===== config.mk =====
export PLATFORM = sky130hd
export DESIGN_NAME = linear_interp_stereo_resampler
export DESIGN_NICKNAME = d
export VERILOG_FILES = /design/src/rtl/lisr_pkg.sv /design/src/rtl/lisr_front.sv /design/src/rtl/lisr_fifo.sv /design/src/rtl/lisr_back.sv /design/src/rtl/linear_interp_stereo_resampler.sv
export SDC_FILE = /design/constraint.sdc
export NUM_CORES = 2
export LEC_CHECK = 0
export BUFFER_PORTS_ARGS = -buffer_cell sky130_fd_sc_hd__buf_4
export CAP_MARGIN = 15
export CELL_PAD_IN_SITES_DETAIL_PLACEMENT = 1
export CELL_PAD_IN_SITES_GLOBAL_PLACEMENT = 2
export CORE_AREA = 2 2 335 337
export DETAILED_ROUTE_END_ITERATION = 8
export DIE_AREA = 0 0 337 339
export GPL_ROUTABILITY_DRIVEN = 0
export GPL_TIMING_DRIVEN = 0
export PLACE_DENSITY = 0.84
export SYNTH_ARGS = -nofsm -noshare
export SYNTH_HDL_FRONTEND = slang
export SYNTH_SLANG_ARGS = --single-unit
export TNS_END_PERCENT = 20

===== constraint.sdc =====
create_clock -name clk -period 15.8 [get_ports clk]
set_input_delay 0.79 -clock clk [delete_from_list [all_inputs] [get_ports clk]]
set_output_delay 0.79 -clock clk [all_outputs]
set_load 0.01 [all_outputs]

===== src/rtl/lisr_pkg.sv =====
package lisr_pkg;

  localparam int PHASE_FRAC_BITS = 16;
  localparam int PHASE_W = PHASE_FRAC_BITS + 6;
  localparam int SAMPLE_W = 16;
  localparam int RATE_W = 21;
  localparam int PROD_W = PHASE_FRAC_BITS + 18;
  localparam int SCALE_W = PHASE_FRAC_BITS + 33;
  localparam int FIFO_DEPTH = 4;
  localparam int FIFO_AW = 2;
  localparam int CFG_IDX_W = 1;

  localparam logic [PHASE_W-1:0] PHASE_ONE = PHASE_W'(1) << PHASE_FRAC_BITS;
  localparam logic [PHASE_W-1:0] PHASE_TWO = PHASE_ONE << 1;
  localparam logic [PHASE_W-1:0] STEP_MIN = PHASE_ONE >> 5;

  localparam logic [CFG_IDX_W-1:0] REG_RATE_STEP = 1'b0;
  localparam logic [CFG_IDX_W-1:0] REG_MONO_SOURCE = 1'b1;

  typedef struct packed {
    logic signed [SAMPLE_W-1:0] a_left;
    logic signed [SAMPLE_W-1:0] a_right;
    logic signed [SAMPLE_W-1:0] b_left;
    logic signed [SAMPLE_W-1:0] b_right;
    logic                       run_first;
    logic                       run_end;
  } lisr_job_t;

  function automatic logic [PHASE_W-1:0] lisr_eff_step(input logic [RATE_W-1:0] rate);
    logic [RATE_W+PHASE_FRAC_BITS-1:0] wide;
    logic [PHASE_W-1:0] s;
    wide = {rate, {PHASE_FRAC_BITS{1'b0}}} >> 16;
    s = wide[PHASE_W-1:0];
    return (s < STEP_MIN) ? STEP_MIN : s;
  endfunction

endpackage


===== src/rtl/lisr_front.sv =====
module lisr_front import lisr_pkg::*; (
  input  logic                       clk,
  input  logic                       rst_n,
  input  logic                       in_valid,
  output logic                       in_ready,
  input  logic signed [SAMPLE_W-1:0] in_left_sample,
  input  logic signed [SAMPLE_W-1:0] in_right_sample,
  input  logic                       in_block_end,
  input  logic                       mono_source,
  input  logic                       fifo_full,
  output logic                       push,
  output lisr_job_t                  push_job
);

  logic signed [SAMPLE_W-1:0] prev_left_r;
  logic signed [SAMPLE_W-1:0] prev_right_r;
  logic                       block_start_r;
  logic                       accept;
  logic signed [SAMPLE_W-1:0] right_eff;

  assign in_ready  = !fifo_full;
  assign accept    = in_valid && in_ready;
  assign right_eff = mono_source ? in_left_sample : in_right_sample;

  // first frame of a block only primes the history unless it also ends the block
  assign push = accept && (!block_start_r || in_block_end);

  always_comb begin
    push_job.a_left    = prev_left_r;
    push_job.a_right   = prev_right_r;
    push_job.b_left    = in_left_sample;
    push_job.b_right   = right_eff;
    push_job.run_first = !block_start_r;
    push_job.run_end   = in_block_end;
  end

  always_ff @(posedge clk) begin
    if (!rst_n) begin
      block_start_r <= 1'b1;
    end else if (accept) begin
      block_start_r <= in_block_end;
    end
  end

  always_ff @(posedge clk) begin
    if (accept) begin
      prev_left_r  <= in_left_sample;
      prev_right_r <= right_eff;
    end
  end

endmodule


===== src/rtl/lisr_fifo.sv =====
module lisr_fifo import lisr_pkg::*; (
  input  logic      clk,
  input  logic      rst_n,
  input  logic      push,
  input  lisr_job_t push_job,
  output logic      full,
  input  logic      pop,
  output lisr_job_t pop_job,
  output logic      empty
);

  lisr_job_t          mem_r [FIFO_DEPTH];
  logic [FIFO_AW-1:0] wr_ptr_r;
  logic [FIFO_AW-1:0] rd_ptr_r;
  logic [FIFO_AW:0]   cnt_r;
  logic               do_push;
  logic               do_pop;

  assign full    = (cnt_r == (FIFO_AW+1)'(FIFO_DEPTH));
  assign empty   = (cnt_r == '0);
  assign do_push = push && !full;
  assign do_pop  = pop && !empty;
  assign pop_job = mem_r[rd_ptr_r];

  always_ff @(posedge clk) begin
    if (!rst_n) begin
      wr_ptr_r <= '0;
      rd_ptr_r <= '0;
      cnt_r    <= '0;
    end else begin
      if (do_push) begin
        wr_ptr_r <= wr_ptr_r + 1'b1;
      end
      if (do_pop) begin
        rd_ptr_r <= rd_ptr_r + 1'b1;
      end
      if (do_push && !do_pop) begin
        cnt_r <= cnt_r + 1'b1;
      end else if (do_pop && !do_push) begin
        cnt_r <= cnt_r - 1'b1;
      end
    end
  end

  always_ff @(posedge clk) begin
    if (do_push) begin
      mem_r[wr_ptr_r] <= push_job;
    end
  end

endmodule


===== src/rtl/lisr_back.sv =====
module lisr_back import lisr_pkg::*; (
  input  logic                       clk,
  input  logic                       rst_n,
  input  logic [PHASE_W-1:0]         step,
  input  logic                       job_valid,
  input  lisr_job_t                  job,
  output logic                       pop,
  output logic                       out_valid,
  input  logic                       out_ready,
  output logic signed [SAMPLE_W-1:0] out_left,
  output logic signed [SAMPLE_W-1:0] out_right,
  output logic                       out_run_last
);

  typedef enum logic [2:0] {
    ST_IDLE = 3'b001,
    ST_RUN1 = 3'b010,
    ST_RUN2 = 3'b100
  } seq_state_t;

  seq_state_t                 state_r, state_nxt;
  logic [PHASE_W-1:0]         phase_r, phase_nxt;
  lisr_job_t                  job_r, job_nxt;

  logic                       s1_valid_r;
  logic signed [SAMPLE_W-1:0] s1_al_r, s1_bl_r, s1_ar_r, s1_br_r;
  logic [PHASE_FRAC_BITS-1:0] s1_f_r;
  logic                       s1_last_r;

  logic                       s2_valid_r;
  logic signed [SAMPLE_W-1:0] s2_al_r, s2_ar_r;
  logic signed [PROD_W-1:0]   s2_pl_r, s2_pr_r;
  logic                       s2_last_r;

  logic                       out_valid_r;
  logic signed [SAMPLE_W-1:0] out_left_r, out_right_r;
  logic                       out_last_r;

  logic                       en;
  logic                       below;
  logic                       issue;
  logic                       issue_last;
  logic [PHASE_W-1:0]         nxt_pos;
  logic signed [SAMPLE_W-1:0] iss_al, iss_ar;

  function automatic logic signed [PROD_W-1:0] lisr_mul(
    input logic signed [SAMPLE_W-1:0] a,
    input logic signed [SAMPLE_W-1:0] b,
    input logic [PHASE_FRAC_BITS-1:0] f
  );
    logic signed [SAMPLE_W:0] diff;
    logic signed [PROD_W-1:0] prod;
    diff = $signed({b[SAMPLE_W-1], b}) - $signed({a[SAMPLE_W-1], a});
    prod = diff * $signed({1'b0, f});
    return prod;
  endfunction

  // (a*2^P + prod) * 32767 / 2^(P+15), truncated toward zero
  function automatic logic signed [SAMPLE_W-1:0] lisr_scale(
    input logic signed [SAMPLE_W-1:0] a,
    input logic signed [PROD_W-1:0]   prod
  );
    logic signed [PROD_W-1:0]  s;
    logic signed [SCALE_W-1:0] t;
    logic signed [SCALE_W-1:0] u;
    logic [SCALE_W-1:0]        bias;
    s = $signed({{2{a[SAMPLE_W-1]}}, a, {PHASE_FRAC_BITS{1'b0}}}) + prod;
    t = $signed({s, 15'b0}) - $signed({{15{s[PROD_W-1]}}, s});
    bias = t[SCALE_W-1] ?
      {{(SCALE_W-PHASE_FRAC_BITS-15){1'b0}}, {(PHASE_FRAC_BITS+15){1'b1}}} : '0;
    u = t + $signed(bias);
    return $signed(u[PHASE_FRAC_BITS+30:PHASE_FRAC_BITS+15]);
  endfunction

  assign en      = !out_valid_r || out_ready;
  assign below   = (phase_r < PHASE_ONE);
  assign nxt_pos = phase_r + step;

  always_comb begin
    state_nxt  = state_r;
    phase_nxt  = phase_r;
    job_nxt    = job_r;
    pop        = 1'b0;
    issue      = 1'b0;
    issue_last = 1'b0;
    iss_al     = job_r.a_left;
    iss_ar     = job_r.a_right;
    unique case (state_r)
      ST_IDLE: begin
        if (job_valid) begin
          pop       = 1'b1;
          job_nxt   = job;
          state_nxt = job.run_first ? ST_RUN1 : ST_RUN2;
        end
      end
      ST_RUN1: begin
        // last here only if the block-end interval will yield nothing
        issue_last = (nxt_pos >= PHASE_ONE) && (!job_r.run_end || nxt_pos >= PHASE_TWO);
        if (!below) begin
          phase_nxt = phase_r - PHASE_ONE;
          state_nxt = job_r.run_end ? ST_RUN2 : ST_IDLE;
        end else if (en) begin
          issue     = 1'b1;
          phase_nxt = nxt_pos;
        end
      end
      ST_RUN2: begin
        // block end: hold the last frame on both ends
        iss_al     = job_r.b_left;
        iss_ar     = job_r.b_right;
        issue_last = (nxt_pos >= PHASE_ONE);
        if (!below) begin
          phase_nxt = phase_r - PHASE_ONE;
          state_nxt = ST_IDLE;
        end else if (en) begin
          issue     = 1'b1;
          phase_nxt = nxt_pos;
        end
      end
      default: begin
        state_nxt = ST_IDLE;
      end
    endcase
  end

  always_ff @(posedge clk) begin
    if (!rst_n) begin
      state_r     <= ST_IDLE;
      phase_r     <= '0;
      s1_valid_r  <= 1'b0;
      s2_valid_r  <= 1'b0;
      out_valid_r <= 1'b0;
    end else begin
      state_r <= state_nxt;
      phase_r <= phase_nxt;
      if (en) begin
        s1_valid_r  <= issue;
        s2_valid_r  <= s1_valid_r;
        out_valid_r <= s2_valid_r;
      end
    end
  end

  always_ff @(posedge clk) begin
    job_r <= job_nxt;
    if (en) begin
      s1_al_r     <= iss_al;
      s1_ar_r     <= iss_ar;
      s1_bl_r     <= job_r.b_left;
      s1_br_r     <= job_r.b_right;
      s1_f_r      <= phase_r[PHASE_FRAC_BITS-1:0];
      s1_last_r   <= issue_last;
      s2_al_r     <= s1_al_r;
      s2_ar_r     <= s1_ar_r;
      s2_pl_r     <= lisr_mul(s1_al_r, s1_bl_r, s1_f_r);
      s2_pr_r     <= lisr_mul(s1_ar_r, s1_br_r, s1_f_r);
      s2_last_r   <= s1_last_r;
      out_left_r  <= lisr_scale(s2_al_r, s2_pl_r);
      out_right_r <= lisr_scale(s2_ar_r, s2_pr_r);
      out_last_r  <= s2_last_r;
    end
  end

  assign out_valid    = out_valid_r;
  assign out_left     = out_left_r;
  assign out_right    = out_right_r;
  assign out_run_last = out_last_r;

endmodule


===== src/rtl/linear_interp_stereo_resampler.sv =====
// channel   direction  handshake              payload
// in        input      in_valid / in_ready    in_left_sample, in_right_sample, in_block_end
// out       output     out_valid / out_ready  out_left, out_right, out_run_last
// cfg       input      cfg_valid / cfg_ready  cfg_index, cfg_data
//
// one result per cycle from the interpolation pipe while the output is not stalled; the
// phase sequencer sets the pace, and it also stops to close each interval and to load each
// queued item; each issued position passes the s1, s2 and output registers
// reset is synchronous, active low; config is always ready
// a stalled output freezes the whole pipe; a four-item queue keeps input open
module linear_interp_stereo_resampler import lisr_pkg::*; (
  input  logic                       clk,
  input  logic                       rst_n,
  input  logic                       in_valid,
  output logic                       in_ready,
  input  logic signed [SAMPLE_W-1:0] in_left_sample,
  input  logic signed [SAMPLE_W-1:0] in_right_sample,
  input  logic                       in_block_end,
  output logic                       out_valid,
  input  logic                       out_ready,
  output logic signed [SAMPLE_W-1:0] out_left,
  output logic signed [SAMPLE_W-1:0] out_right,
  output logic                       out_run_last,
  input  logic                       cfg_valid,
  output logic                       cfg_ready,
  input  logic [CFG_IDX_W-1:0]       cfg_index,
  input  logic [RATE_W-1:0]          cfg_data
);

  logic [RATE_W-1:0]  rate_step_r;
  logic               mono_source_r;
  logic [PHASE_W-1:0] step;
  logic               fifo_full;
  logic               fifo_empty;
  logic               push;
  logic               pop;
  lisr_job_t          push_job;
  lisr_job_t          pop_job;

  assign cfg_ready = 1'b1;
  assign step      = lisr_eff_step(rate_step_r);

  always_ff @(posedge clk) begin
    if (!rst_n) begin
      rate_step_r   <= RATE_W'(65536);
      mono_source_r <= 1'b0;
    end else if (cfg_valid && cfg_ready) begin
      unique case (cfg_index)
        REG_RATE_STEP:   rate_step_r   <= cfg_data;
        REG_MONO_SOURCE: mono_source_r <= cfg_data[0];
        default: begin
        end
      endcase
    end
  end

  lisr_front u_front (
    .clk             (clk),
    .rst_n           (rst_n),
    .in_valid        (in_valid),
    .in_ready        (in_ready),
    .in_left_sample  (in_left_sample),
    .in_right_sample (in_right_sample),
    .in_block_end    (in_block_end),
    .mono_source     (mono_source_r),
    .fifo_full       (fifo_full),
    .push            (push),
    .push_job        (push_job)
  );

  lisr_fifo u_fifo (
    .clk      (clk),
    .rst_n    (rst_n),
    .push     (push),
    .push_job (push_job),
    .full     (fifo_full),
    .pop      (pop),
    .pop_job  (pop_job),
    .empty    (fifo_empty)
  );

  lisr_back u_back (
    .clk          (clk),
    .rst_n        (rst_n),
    .step         (step),
    .job_valid    (!fifo_empty),
    .job          (pop_job),
    .pop          (pop),
    .out_valid    (out_valid),
    .out_ready    (out_ready),
    .out_left     (out_left),
    .out_right    (out_right),
    .out_run_last (out_run_last)
  );

endmodule


# After elaboration in Yosys (flattened, before gate mapping)
# Memories as Yosys holds them, arrays and structs flattened. A register that Yosys moved wholly into a read port is not among the register bits.
# Cells that the tools add are included.
# word_totals
reg_bits	370
ramBits	264
output_inout_bits	36
wordCells	113
n_memories	1
# classes
n_addsub	14
n_mul	2
n_lt_le_gt_ge	4
eq_ne	8
n_mux	25
bitwise	2
n_reduce_logical	25
# mem_list
memory	words	word_bits	read_ports	rd_clocked_by_memory_dff	write_ports	line	source
u_fifo.mem_r	4	66	1	1	1	lisr_fifo.sv:12	lisr_job_t mem_r [FIFO_DEPTH];
# op_table
op	count
$sub 49x34->49	2
$add 47x47->47	2
$add 32x34->34	2
$mul 17x17->34	2
$mux 31	2
$mux 16	3
$mux 22	2
$sub 16x16->17	2
$add 22x21->22	1
$ge 22x17->1 const B	1
$ge 22x18->1 const B	1
$lt 22x17->1 const B	1
$sub 22x17->22 const B	1
$lt 21x12->1 const B	1
$mux 21	1
$mux 3	7
$pmux 3 s3	1
$reduce_and 2->1	4
$logic_and 1x1->1	7
$logic_not 1->1	7
$eq 3x3->1 const B	2
$mux 1	6
$ne 2x2->1 const B	3
$add 2x1->2 const B	2
13 further kinds	17

# Logic depth before layout (Yosys ltp)
# logic_depth
depth_word	9
depth_mapped	39
ltp_nobuf	38

# Modules after synthesis
# Synthesis repeated with hierarchy kept, for this count alone.
# unflattened
cells_unflattened	4982
area_unflattened_um2	53777.8
# modules_own_cells
module	n_inst	cells_each	area_each_um2	seq_area_each_um2
lisr_back	1	4389	41373.4	8968.6
lisr_fifo	1	392	10000.8	8107.8
lisr_front	1	74	1393.8	980.9
linear_interp_stereo_resampler	1	127	1009.7	440.4

# Least setup slack after synthesis
# No wires, ideal clock.
# synth_path
path_kind	register to register
from	register u_back.s1_ar_r[0]
to	register u_back.s2_pr_r[30] (data pin)
setup_time_ns	0.255
arrival_ns	8.457
setup_slack_ns	7.088
stages_incl_launch_ff	36
n_path_buf	1
cell_sequence	edfxtp_1 -> ha_1 -> fa_1 -> nor2b_1 -> o21ai_0 -> a21boi_0 -> o21ai_0 -> a21boi_0 -> o21ai_0 -> a21boi_0 -> o21ai_0 -> a21oi_1 -> o2111ai_1 -> a41o_1 -> clkbuf_1 -> and2_1 -> fa_1 -> fa_1 -> fa_1 -> fa_1 -> fa_1 -> inv_1 -> fa_1 -> inv_1 -> ha_1 -> a21o_1 -> a21o_1 -> a21oi_1 -> o21bai_1 -> a21o_1 -> a21o_1 -> a21oi_1 -> a21boi_0 -> o21ai_0 -> or3b_2 -> and2_1
# synth_between
elab_chain_len	2
# synth_rtl
element	line	source
start, declared	lisr_back.sv:26	logic signed [SAMPLE_W-1:0] s1_al_r, s1_bl_r, s1_ar_r, s1_br_r;
start signal, assigned	lisr_back.sv:148	s1_ar_r <= iss_ar;
$sub 16x16->17	lisr_back.sv:53	diff = $signed({b[SAMPLE_W-1], b}) - $signed({a[SAMPLE_W-1], a});
$mul 17x17->34	lisr_back.sv:54	prod = diff * $signed({1'b0, f});
end signal, assigned	lisr_back.sv:156	s2_pr_r <= lisr_mul(s1_ar_r, s1_br_r, s1_f_r);
end, declared	lisr_back.sv:32	logic signed [PROD_W-1:0] s2_pl_r, s2_pr_r;
# No other way between the ends.
# A chain may end at the register's enable or synchronous reset.

# Worst setup path after layout
# layout_path
from	register u_back.s1_ar_r[0]
to	register u_back.s2_pr_r[33] (data pin)
# Same word-level chain as after synthesis.

==> results.cfg <==
[placed_design]
dp_hpwl_um = 109400
dpl.cell_count = 6419
numPortBuffers = 94
dp_slack_ns = 5.023

[logic_synthesis]
synth.avg_cell_area_um2 = 10.95
synth_cell_types = 91
netlist_instances = 4821
yosysTopAreaCell = edfxtp_1
yosys_warnings = 0
syn_nets = 5829
synth_common_cells = 849 x inv_1, 576 x edfxtp_1, 552 x fa_1, 455 x nand2_1, 396 x ha_1
yosysSeqAreaShare_pct = 35.05
netlist.area_leader.share_pct = 32.78
synth_seq_cells = 636
synth_edf_count = 576
async_flop_share_pct = 0
synth_area_leaders = edfxtp_1 33%, fa_1 21%, ha_1 9.4%
synthFlopType = edfxtp_1
synth_most_common_cell = inv_1
syn-cell-area_mm2 = 0.05277

[cells_and_area]
layout.cells.non_filler = 6553
final.fill_count = 11830
nets = 6015
drive_gt1_share_pct = 7.410
syn_to_final_growth_pct = 9.892
multiInputGateArea_mm2 = 0.03052
regArea_mm2 = 0.01850

[sta]
setup_ws_ns = 5.018
maxSlewViolCount = 0
min_period_ns = 10.78
skew_ns = 0.02431
hold_slack_ns = 0.3783
final-setup-viol-count = 0
final.setup.tns_ns = 0
finalCritPeriodShare_pct = 68.24
worst_pin_slew_ns = 1.263
fmax_mhz = 92.75
hold_viol = 0
max_slew_margin_pct = 15.48
rsz0062_at_grt = no

[floorplan]
start_util_pct = 47.82
die_w_um = 337
die_y_um = 339
core_area_mm2 = 0.1104
rows = 122
num_io_pins = 96
die_area_mm2 = 0.1142

[setup_path]
crit_path_end_kind = register
cp_data_arrival_time_ns = 11.15
rr_startpoint = u_back.s1_ar_r[0]
slowest_stage = xor2_1
crit_type = register to register
cp-start-kind = register
slowest_delay_ns = 0.73
crit_top_cell = fa_1
worstPathRequired_ns = 16.17
crit_fanout = 10
critPathLaunch = u_back.s1_ar_r[0]
cp_top_family = adder cells
critPathBufInv = 6

[clock_network]
cts_resized = 0
cts_tree = done
clk_latency_ns = 0.64
clk_path_buf_depth = 3
cts_root_buf = clkbuf_16
path_clk_slew_ns = 0.06
hold_buffers = 0
cts.sinks = 636
htree_levels = 3
cts_inserted_buffers = 72
post_cts.repair.setup_buffers = 0

[run_status]
status = finished clean

[power_and_ir_drop]
p_leak_nw = 26.10
powerDensity_mw_per_mm2 = 208.3
peakVddDrop_uv = 157.2
total_power_mw = 12.08

[detailed_routing]
num_vias = 35370
wirelength_um = 138000
viasPerCell = 5.397
post-route-drc-count = 0
final_antenna_net_count = 0
drt-pass1-iter-count = 5
drt-initial-drc-count = 1945
wl_per_cell_um = 21.06

[min_path]
hp-class = input pin to register
hold_start = in_left_sample[6]

[global_routing]
grt_overflow = 0
antenna_found_initial = 10
grtUsageMet2_pct = 41.81
grtUsageTotal_pct = 24.88
grt_max_degree = 125
use_met3_pct = 3.558
grt-busiest-layer = met2
grt_pass1_wl_um = 217800
use_met1_pct = 33.70
grt_pass1_vias = 38140

[flow_run]
cap_viol_max_count = 0
==> layout by cell type, fill, tap and decap left out, drive strengths merged, types with 27 or more instances in the layout <==
master and count:
inv 852, edfxtp 576, fa 552, nand2 455, ha 396, and2 230, clkbuf 226, a21oi 203
nor2 191, xnor2 179, buf 125, o21ai 106, a21o 91, xor2 74, nor2b 73, mux4 66
nand3 65, dfxtp 60, nor3 55, mux2 49, nand2b 37, and3 36, clkinv 33, o21bai 30
a21boi 27
==> power by group <==
group	internal, mW	total [mW]	leakage [nW]	switching, mW
clock network	0.962	1.66	1.13	0.700
registers	2.45	2.71	6.23	0.263
logic	2.79	7.71	18.7	4.92
==> logic make-up (layout without fill, tap and decap cells) <==
logic type | Yosys count | after routing | synth area share, %
AO/OA/AOI/OAI | 598 | 598 | 7.345
XOR/XNOR | 253 | 253 | 4.249
adder cells (fa/ha/maj) | 956 | 956 | 30.48
buffers and inverters | 1006 | 1246 | 7.165
flip-flops | 636 | 636 | 35.05
multiplexers | 123 | 123 | 4.014
other | 1 | 5 | 0.007106
AND/OR/NAND/NOR | 1248 | 1248 | 11.68
==> through the flow <==
step / utilization (%) / instance area (um^2)
after floorplan: - / 52770
after global placement: 50.14 / 55340
after detailed placement: 50.40 / 55620
after CTS: 52.50 / 57940
after global routing: 52.54 / 57980
final: 52.55 / 57990
==> per-layer routing <==
metal	wire length (um)	part of all wire, %
met5	27	0.020
met4	3498	2.5
met3	6523	4.7
met2	67370	49
met1	60590	44
==> cell type report <==
class / count / area share, %
Clock inverter: 45 / 0.8069
Inverter: 850 / 5.515
Timing Repair Buffer: 112 / 1.715
Multi-Input combinational cell: 3179 / 52.62
Antenna cell: 4 / 0.01726
Tap cell: 1488 / 3.211
Sequential cell: 636 / 31.90
Buffer: 156 / 1.018
Clock buffer: 83 / 3.195
==> worst register-to-register path, delay by kind of cell, from the launching register on <==
kind	cells	cell delay [ns]
buffers and inverters	6	0.81
DFF	1	0.55
AOI/OAI and AO/OA	15	3.54
adders and majority gates	9	4.17
and+or+nand+nor	5	0.61
xor gates and xnor gates	2	0.83
==> final timing paths <==
kind,slack [ns],depth (start not counted),endpoint
worst max-delay path,5.02,37,u_back.s2_pr_r[33]
worst min-delay path,0.38,1,u_fifo.mem_r[3][24]
worst max register to register,5.02,37,u_back.s2_pr_r[33]
worst min register to register,0.42,0,u_back.s2_last_r
==> state kept, by name, indices dropped and copies added (netlist names), 21 cells and up, named ones only <==
register / count
u_back.s2_pr_r: 34
rate_step_r: 21
u_back.job_r: 65
u_back.phase_r: 22
u_fifo.mem_r: 264
u_back.s2_pl_r: 34
(Power assumes the default switching activity.)
